==> src/rtl/bdrp_pkg.sv <==
// shared constants and types for the button debounce report port
`default_nettype none
package bdrp_pkg;

	localparam int NUM_BUTTONS   = 21;
	localparam int NUM_KNOBS     = 4;
	localparam int RAW_W         = 21;
	localparam int BTN_BYTES     = 3;
	localparam int BTN_BITS      = 8 * BTN_BYTES;
	localparam int REPORT_LEN    = BTN_BYTES + NUM_KNOBS;
	localparam int PTR_W         = $clog2(REPORT_LEN);
	localparam int KNOB_W        = (NUM_KNOBS > 1) ? $clog2(NUM_KNOBS) : 1;
	localparam int KIDX_W        = 2;
	localparam logic [7:0] LOCKOUT_RESET = 8'd25;

	typedef logic [1:0] mode_t;
	localparam mode_t MODE_TICK = 2'd0;
	localparam mode_t MODE_READ = 2'd1;
	localparam mode_t MODE_KNOB = 2'd2;

	typedef struct packed {
		logic level_next;
		logic changed;
	} lane_stat_t;

	typedef struct packed {
		logic [7:0] read_byte;
		logic       read_valid;
		logic       irq;
	} result_t;

endpackage
`default_nettype wire

==> src/rtl/button_debounce_report_port_top.sv <==
// top level: stream ports, lockout register, debouncer lanes and output skid
// the result of an item is registered in the output register, or in the skid register while the output is held
// throughput: one item per cycle while s_tready is high; the debouncer lanes and report merge are combinational
// an output register plus a skid register let a new item in while a result waits
// reset: asynchronous, active low; levels released, lockouts zero, report bytes 0xFF,
// knobs zero, pointer and interrupt zero, lockout_ticks 25
`default_nettype none
module button_debounce_report_port_top (
	input  wire logic        clk,
	input  wire logic        arst_n,
	input  wire logic        s_tvalid,
	output logic             s_tready,
	input  wire logic [31:0] s_tdata,  // raw_buttons[20:0], knob_index[22:21], knob_value[30:23]
	input  wire logic [1:0]  s_tuser,  // mode[1:0]
	output logic             m_tvalid,
	input  wire logic        m_tready,
	output logic [15:0]      m_tdata,  // read_byte[7:0], irq_out[8]
	output logic             m_tuser,  // read_valid[0]
	input  wire logic        cfg_valid,
	output logic             cfg_ready,
	input  wire logic [7:0]  cfg_data
);
	import bdrp_pkg::*;

	logic [7:0]          lockout_q;
	logic                accept;
	logic                tick_en;
	logic [BTN_BITS-1:0] raw_ext;
	lane_stat_t          lanes [NUM_BUTTONS];
	result_t             res;
	result_t             out_q;
	result_t             skid_q;
	logic                out_valid_q;
	logic                skid_valid_q;

	assign cfg_ready = 1'b1;
	assign s_tready  = !skid_valid_q;
	assign accept    = s_tvalid && s_tready;
	assign tick_en   = accept && (s_tuser == MODE_TICK);
	assign raw_ext   = BTN_BITS'(s_tdata[RAW_W-1:0]);

	always_ff @(posedge clk or negedge arst_n) begin
		if (!arst_n)
			lockout_q <= LOCKOUT_RESET;
		else if (cfg_valid && cfg_ready)
			lockout_q <= cfg_data;
	end

	genvar n;
	generate
		for (n = 0; n < NUM_BUTTONS; n++) begin : g_lane
			bdrp_lane u_lane (
				.clk           (clk),
				.arst_n        (arst_n),
				.tick_en       (tick_en),
				.raw_bit       (raw_ext[n]),
				.lockout_ticks (lockout_q),
				.stat          (lanes[n])
			);
		end
	endgenerate

	bdrp_report u_report (
		.clk        (clk),
		.arst_n     (arst_n),
		.item_en    (accept),
		.mode       (s_tuser),
		.knob_index (s_tdata[22:21]),
		.knob_value (s_tdata[30:23]),
		.lanes      (lanes),
		.res        (res)
	);

	// output register with skid
	always_ff @(posedge clk or negedge arst_n) begin
		if (!arst_n) begin
			out_valid_q  <= 1'b0;
			skid_valid_q <= 1'b0;
		end else if (!out_valid_q || m_tready) begin
			if (skid_valid_q) begin
				out_valid_q  <= 1'b1;
				skid_valid_q <= 1'b0;
			end else begin
				out_valid_q <= accept;
			end
		end else if (accept) begin
			skid_valid_q <= 1'b1;
		end
	end

	always_ff @(posedge clk) begin
		if (!out_valid_q || m_tready) begin
			if (skid_valid_q)
				out_q <= skid_q;
			else if (accept)
				out_q <= res;
		end else if (accept) begin
			skid_q <= res;
		end
	end

	assign m_tvalid = out_valid_q;
	assign m_tdata  = {7'd0, out_q.irq, out_q.read_byte};
	assign m_tuser  = out_q.read_valid;

endmodule
`default_nettype wire

==> src/rtl/bdrp_lane.sv <==
// one button debouncer lane with lockout counter
`default_nettype none
module bdrp_lane (
	input  wire logic                 clk,
	input  wire logic                 arst_n,
	input  wire logic                 tick_en,
	input  wire logic                 raw_bit,
	input  wire logic [7:0]           lockout_ticks,
	output bdrp_pkg::lane_stat_t      stat
);
	import bdrp_pkg::*;

	logic       level_q;
	logic [7:0] count_q;
	logic       free;

	assign free = (count_q == 8'd0);
	assign stat.changed = tick_en && free && (raw_bit != level_q);
	assign stat.level_next = stat.changed ? raw_bit : level_q;

	always_ff @(posedge clk or negedge arst_n) begin
		if (!arst_n) begin
			level_q <= 1'b1;
			count_q <= 8'd0;
		end else if (tick_en) begin
			if (free) begin
				if (raw_bit != level_q) begin
					level_q <= raw_bit;
					count_q <= lockout_ticks;
				end
			end else begin
				count_q <= count_q - 8'd1;
			end
		end
	end

endmodule
`default_nettype wire

==> src/rtl/bdrp_report.sv <==
// merge stage: repacks lane levels, holds knobs, pointer and interrupt
`default_nettype none
module bdrp_report (
	input  wire logic                             clk,
	input  wire logic                             arst_n,
	input  wire logic                             item_en,
	input  wire bdrp_pkg::mode_t                  mode,
	input  wire logic [bdrp_pkg::KIDX_W-1:0]      knob_index,
	input  wire logic [7:0]                       knob_value,
	input  wire bdrp_pkg::lane_stat_t             lanes [bdrp_pkg::NUM_BUTTONS],
	output bdrp_pkg::result_t                     res
);
	import bdrp_pkg::*;

	logic [7:0]          btn_q  [BTN_BYTES];
	logic [7:0]          knob_q [NUM_KNOBS];
	logic [PTR_W-1:0]    ptr_q;
	logic                irq_q;
	logic [NUM_BUTTONS-1:0] chg_vec;
	logic [BTN_BITS-1:0] packed_lv;
	logic                any_change;
	logic [7:0]          rd_byte;

	genvar n;
	generate
		for (n = 0; n < BTN_BITS; n++) begin : g_pack
			if (n < NUM_BUTTONS) begin : g_used
				assign packed_lv[n] = lanes[n].level_next;
				assign chg_vec[n]   = lanes[n].changed;
			end else begin : g_unused
				assign packed_lv[n] = 1'b0;
			end
		end
	endgenerate

	assign any_change = |chg_vec;

	always_comb begin
		if (ptr_q < PTR_W'(BTN_BYTES))
			rd_byte = btn_q[2'(ptr_q)];
		else
			rd_byte = knob_q[KNOB_W'(ptr_q - PTR_W'(BTN_BYTES))];
	end

	always_comb begin
		res.read_byte  = 8'd0;
		res.read_valid = 1'b0;
		res.irq        = irq_q;
		unique case (mode)
			MODE_TICK: begin
				if (any_change)
					res.irq = 1'b1;
			end
			MODE_READ: begin
				res.read_byte  = rd_byte;
				res.read_valid = 1'b1;
				res.irq        = 1'b0;
			end
			default: begin
			end
		endcase
	end

	always_ff @(posedge clk or negedge arst_n) begin
		if (!arst_n) begin
			for (int b = 0; b < BTN_BYTES; b++)
				btn_q[b] <= 8'hFF;
			for (int k = 0; k < NUM_KNOBS; k++)
				knob_q[k] <= 8'd0;
			ptr_q <= '0;
			irq_q <= 1'b0;
		end else if (item_en) begin
			irq_q <= res.irq;
			unique case (mode)
				MODE_TICK: begin
					if (any_change)
						for (int b = 0; b < BTN_BYTES; b++)
							btn_q[b] <= packed_lv[8*b +: 8];
				end
				MODE_READ: begin
					if (ptr_q == PTR_W'(REPORT_LEN - 1))
						ptr_q <= '0;
					else
						ptr_q <= ptr_q + PTR_W'(1);
				end
				MODE_KNOB: begin
					if (32'(knob_index) < NUM_KNOBS)
						knob_q[KNOB_W'(knob_index)] <= knob_value;
				end
				default: begin
				end
			endcase
		end
	end

endmodule
`default_nettype wire

==> config.mk <==
export PLATFORM = sky130hd
export DESIGN_NAME = button_debounce_report_port_top
export DESIGN_NICKNAME = d
export VERILOG_FILES = /design/src/rtl/bdrp_pkg.sv /design/src/rtl/button_debounce_report_port_top.sv /design/src/rtl/bdrp_lane.sv /design/src/rtl/bdrp_report.sv
export SDC_FILE = /design/constraint.sdc
export NUM_CORES = 1
export LEC_CHECK = 0
export ABC_AREA = 1
export BUFFER_PORTS_ARGS = -buffer_cell sky130_fd_sc_hd__buf_2
export CAP_MARGIN = 20
export CORE_ASPECT_RATIO = 1.5
export CORE_MARGIN = 10
export CORE_UTILIZATION = 51
export CTS_CLUSTER_SIZE = 40
export DETAILED_ROUTE_END_ITERATION = 12
export GPL_TIMING_DRIVEN = 0
export HOLD_SLACK_MARGIN = 0.05
export PLACE_DENSITY_LB_ADDON = 0.05
export SYNTH_ARGS = -nofsm -noshare
export SYNTH_HDL_FRONTEND = slang
export SYNTH_SLANG_ARGS = --single-unit
==> constraint.sdc <==
create_clock -name clk -period 2.6 [get_ports clk]
set_input_delay 0.52 -clock clk [delete_from_list [all_inputs] [get_ports clk]]
set_output_delay 0.52 -clock clk [all_outputs]
set_load 0.1 [all_outputs]
After elaboration in Yosys (flattened, before gate mapping)
Cells that the tools add are included.
- bits in registers: 279
- logic and storage cells: 339
- add/subtract/negate cells: 23
- $lt $le $gt $ge: 5
- eq/ne operators: 45
- mux-type cells: 82
- bitwise operators: 4
- reduce and logical (&&, ||, !) cells: 120
- operators by type and width (operator ; number):
    two-way mux 8 bit ; 48
    zero test 8 bit ; 21
    subtractor 8 x 1 -> 8 bit (second input constant) ; 21
    AND reduction 3 bit ; 22
    AND reduction 2 bit ; 25
    logical AND 1 bit ; 45
    != test 2 bit (second input constant) ; 21
    binary-select mux 8 bit (select 2 bit) ; 2
    bitwise mux 32 bit ; 1
    two-way mux 1 bit ; 25
    != test 1 bit ; 21
    OR reduction 21 bit ; 1
    two-way mux 10 bit ; 2
    demux 8 bit (select 2 bit) ; 1
    greater-or-equal comparator 3 bit (second input constant) ; 3
    two-way mux 9 bit ; 1
    inverter 2 -> 3 bit ; 3
    nonzero test 2 bit ; 2
    adder 3 x 1 -> 3 bit (second input constant) ; 1
    == test 3 bit (second input constant) ; 1
    < comparator 3 x 1 -> 1 bit (second input constant) ; 1
    < comparator 3 x 2 -> 1 bit (second input constant) ; 1
    two-way mux 3 bit ; 1
    == test 2 x 1 -> 1 bit (second input constant) ; 1
    other kinds (7) ; 8

Depth between registers and ports, before layout
- word-level depth: 10
- mapped depth: 13
- gate-level depth less buffers: 13

By module
From an unflattened synthesis, not the netlist that was laid out.
- cell total of the unflattened synthesis: 2720
- area total of the unflattened synthesis: 19133.4 µm²
- by module, submodules not included (module ; times used ; cells each ; area an instance (µm²) ; sequential area each (µm²)):
    bdrp_lane ; 21 ; 106 ; 710.7 ; 226.5
    bdrp_report ; 1 ; 381 ; 2990.4 ; 1478.9
    button_debounce_report_port_top ; 1 ; 113 ; 1218.7 ; 854.6

Least setup slack after synthesis
OpenSTA, ideal clock, no wires.
- kind: register -> register
- start: register u_report.ptr_q[0]
- end: register out_q (netlist bit m_tdata[6]), data pin
- library setup time: 0.131 ns
- arrival time: 2.137 ns
- slack: 0.332 ns
- cell stages (with the launch flop): 12
- cells stage by stage: dfrtp_1 -> clkinv_1 -> clkbuf_1 -> ha_1 -> inv_1 -> clkbuf_1 -> o21ai_0 -> o22ai_1 -> nand2_1 -> a21oi_1 -> nand2_1 -> nand2_1
- RTL lines (element ; line ; RTL):
    start, declared ; bdrp_report.sv:17 ; logic [PTR_W-1:0] ptr_q;
    start signal, assigned ; bdrp_report.sv:84 ; ptr_q <= ptr_q + PTR_W'(1);
    end signal, assigned ; button_debounce_report_port_top.sv:94 ; out_q <= skid_q;
    end signal, assigned ; button_debounce_report_port_top.sv:96 ; out_q <= res;
    end, declared ; button_debounce_report_port_top.sv:31 ; result_t out_q;

Worst setup path in the final report
- start: register u_report.ptr_q[0]
- end: register out_q (netlist bit m_tdata[5]), data pin
- cells in the longest elaborated chain, start to end: 9
- RTL lines (element ; line ; RTL):
    subtractor 2 bit ; bdrp_report.sv:42 ; rd_byte = knob_q[KNOB_W'(ptr_q - PTR_W'(BTN_BYTES))];
    inverter 2 -> 3 bit (not written as such) ; bdrp_report.sv:42 ;
    binary-select mux 8 bit (select 2 bit) ; bdrp_report.sv:42 ;
    two-way mux 8 bit (not written as such) (2 in series) ; bdrp_report.sv:42 ;
    two-way mux 8 bit (*) ; bdrp_report.sv:39 ; if (ptr_q < PTR_W'(BTN_BYTES))
    two-way mux 9 bit (*) ; bdrp_report.sv:49 ; unique case (mode)
    two-way mux 10 bit (*) ; button_debounce_report_port_top.sv:95 ; else if (accept)
    two-way mux 10 bit (*) ; button_debounce_report_port_top.sv:93 ; if (skid_valid_q)
Every way passes the cells marked *; elsewhere a longest branch is shown, timed or not. The select of a mux whose other input is x is not followed.
A chain may end at the register's enable or synchronous reset.

==> flow_metrics.env <==
export IMPL_slowest_stage="dfrtp_2"
export IMPL_multi_input_area_um2=7480
export IMPL_leakagePower_nw=8.05
export IMPL_synth_common_cells="nand2_1 (351), o21ai_0 (279), inv_1 (228)"
export IMPL_num_io_pins=67
export IMPL_path_class="register to register"
export IMPL_grt_overflow=0
export IMPL_worstMarginPinSlew_ns=1.10
export IMPL_place_gp_congestion=0.915
export IMPL_cts_setup_buffers=0
export IMPL_p_per_area_nw_per_um2=1070
export IMPL_yosysMostFrequentCell="nand2_1"
export IMPL_vias=14200
export IMPL_whs_ns=0.165
export IMPL_grt_max_degree=120
export IMPL_drtPass1Iterations=6
export IMPL_numCtsBuffers=29
export IMPL_ant_nets=0
export IMPL_fmax_ghz=0.394
export IMPL_slew_viol_final=0
export IMPL_antenna_found_initial=1
export IMPL_synthCells=2001
export IMPL_drive_above_1_share_pct=13.0
export IMPL_yosys_warnings=0
export IMPL_wl_mm=45.4
export IMPL_rsz0062_at_grt="no"
export IMPL_finalHoldViolCount=0
export IMPL_layout_nets=2188
export IMPL_peakVddDrop_mv=0.663
export IMPL_clockBufferDepth=3
export IMPL_die_area_um2=38700
export IMPL_cp_required_ns=3.01
export IMPL_drc=0
export IMPL_area_growth_pct=11.8
export IMPL_setup_viol=0
export IMPL_r2r_slack_ns=0.06
export IMPL_clockRootBuffer="clkbuf_16"
export IMPL_syn_avg_cell_area_um2=7.93
export IMPL_status="finished clean"
export IMPL_clock_latency_ns=0.57
export IMPL_grt_first_pass_wirelength_mm=73.4
export IMPL_drt_initial_drc_count=1087
export IMPL_track_usage_pct=23.2
export IMPL_fin_skew_ns=0.0175
export IMPL_final_util_pct=57.6
export IMPL_async_flop_share_pct=92.8
export IMPL_fin_crit_ns=2.54
export IMPL_synth_top_cell_by_area="dfrtp_1"
export IMPL_synth_top_area_share_pct=33.3
export IMPL_cts_tree="yes"
export IMPL_worst_ep_arrival_time_ns=2.95
export IMPL_synth_edf_count=20
export IMPL_path_cells="clkinv_2 -> clkbuf_2 -> ha_2 -> inv_2 -> clkbuf_4 -> nor2_1 -> o221ai_1 -> nand2_1 -> o21ai_0"
export IMPL_fin_crit_sh_pct=97.6
export IMPL_wl_per_cell_um=18.0
export IMPL_slew_headroom_pct=26.6
export IMPL_hp_class="primary input to register"
export IMPL_numPortBuffers=57
export IMPL_synth_cell_types=46
export IMPL_synth_area_top_cells="dfrtp_1 (33%), o21ai_0 (8.8%), nand2_1 (8.3%)"
export IMPL_maxCapViolCount=0
export IMPL_start_util_pct=51.5
export IMPL_crit_path_end_kind="register"
export IMPL_rows=79
export IMPL_vias_per_cell=5.63
export IMPL_ys_ff_latch=277
export IMPL_regArea_um2=7090
export IMPL_fin_setup_tns_ns=0
export IMPL_fillCellCount=2870
export IMPL_cts_htree_levels=1
export IMPL_syn_cell_area_um2=15900
export IMPL_synth_ff_type="dfrtp_1"
export IMPL_coreArea_um2=30800
export IMPL_synth_seq_area_share_pct=44.7
export IMPL_path_clk_slew_ns=0.07
export IMPL_fp_dieW_um=164
export IMPL_cts_sinks=277
export IMPL_dpl_hpwl_mm=32.3
export IMPL_first_global_vias=14200
export IMPL_cp_max_fo=10
export IMPL_cp_slowest_stage_delay_ns=0.44
export IMPL_worstSetupStartpointType="register"
export IMPL_fp_dieH_um=236
sequential cells by signal, summed over array words and instances, names as in the netlist, 3 cells and up:
register               count
lockout_q                  8
u_report.btn_q            22
g_lane.u_lane.count_q    168
g_lane.u_lane.level_q     21
u_report.knob_q           32
u_report.ptr_q             3
skid_q                    10
m_tdata                    9
cell families (layout without fill, tap and decap cells):
logic type	after synthesis	count (layout)	synth area share, %
AOI/OAI and AO/OA	599	599	21.7
xor gates and xnor gates	47	47	2.59
adders and majority gates	44	44	3.47
buffers and inverters	333	445	8.51
DFF	277	277	44.7
muxes	4	4	0.284
other	2	9	0.0473
and+or+nand+nor	695	695	18.8
routing by layer:
metal	global-route usage, %	vias to the layer above	share of wire [%]
met2	41.9	319	51
li1	-	6931	-
met1	27.4	6887	41
met5	0	-	0
met4	8.82	0	3.7
met3	2.51	88	3.9
layout make-up:
cell class / count / share of cell area [%]
repair buffers: 60 / 2.03
clock inverters: 15 / 0.895
flip-flops and latches: 277 / 39.9
inverters: 255 / 5.40
plain buffers: 77 / 2.23
diodes: 1 / 0.0141
clock buffers: 38 / 4.50
multi-input cells: 1397 / 42.1
well taps: 405 / 2.85
worst paths after layout:
kind                                                     end  depth (start not counted)         startpoint
min in group asynchronous        g_lane[8].u_lane.count_q[1]                          2             arst_n
worst max register to register                    m_tdata[5]                          9  u_report.ptr_q[0]
worst min-delay path                            lockout_q[6]                          3        cfg_data[6]
max in group asynchronous       g_lane[15].u_lane.count_q[7]                          3             arst_n
worst max-delay path                              m_tdata[5]                          9  u_report.ptr_q[0]
worst min register to register             u_report.btn_q[6]                          2  u_report.btn_q[6]
repair_timing:
action / 4_1_cts / 5_1_grt
resized for setup: 9 / 2
hold endpoints to repair: 54 / 0
hold buffers: 1 / 0
endpoints found under the setup margin: 26 / 5
cells in the final DEF, fill, tap and decap left out, types with 4 or more instances in the layout:
cell type	netlist	final
clkinvlp_4	0	6
inv_2	23	24
nand3_1	109	109
o221ai_1	5	5
o31ai_1	5	5
buf_4	10	10
nand2_1	351	351
a21oi_1	125	122
a21oi_2	2	4
clkbuf_8	0	4
o21ai_2	29	29
ha_1	44	43
nor2_1	143	143
a22oi_1	8	8
nor2_2	16	16
o21ai_0	279	279
clkbuf_16	0	29
buf_2	15	71
a32o_1	5	5
edfxtp_1	20	20
o22ai_1	22	22
mux2_2	4	4
o21ai_1	34	34
buf_6	6	6
o211ai_1	76	76
conb_1	2	8
inv_1	228	227
dfstp_2	46	46
dfrtp_1	211	210
nand4_1	36	36
xor2_1	44	44
clkbuf_1	46	48
nor3_1	30	30
clkinv_4	0	4
report_power, final:
group / switching, W / leakage (nW) / internal [W]
Sequential: 0.00100 / 3.29 / 0.00608
Clock: 0.00186 / 0.450 / 0.00238
Combinational: 0.00511 / 4.31 / 0.00260
Total: 0.00798 / 8.05 / 0.0111
through the flow:
step / std cells / cell area (um^2) / setup slack, ns / total power, W
6_report: 2525 / 17800 / 0.0616 / 0.0190
5_1_grt: 2524 / 17700 / 0.00716 / 0.0205
4_1_cts: 2524 / 17700 / 0.0106 / 0.0190
3_5_place_dp: 2471 / 16800 / -0.744 / 0.0147
3_3_place_gp: 2469 / 16700 / -3.88 / 0.0144
2_1_floorplan: 2007 / 15900 / 0.332 / 0.0127
critical path: cells and delay by family, from the launching register on:
| kind | cells | cell delay, ns |
|---|---|---|
| DFF | 1 | 0.44 |
| and+or+nand+nor | 2 | 0.23 |
| adders and majority gates | 1 | 0.38 |
| AOI/OAI and AO/OA | 2 | 0.53 |
| buffers and inverters | 4 | 0.82 |
(Power assumes the default switching activity.)
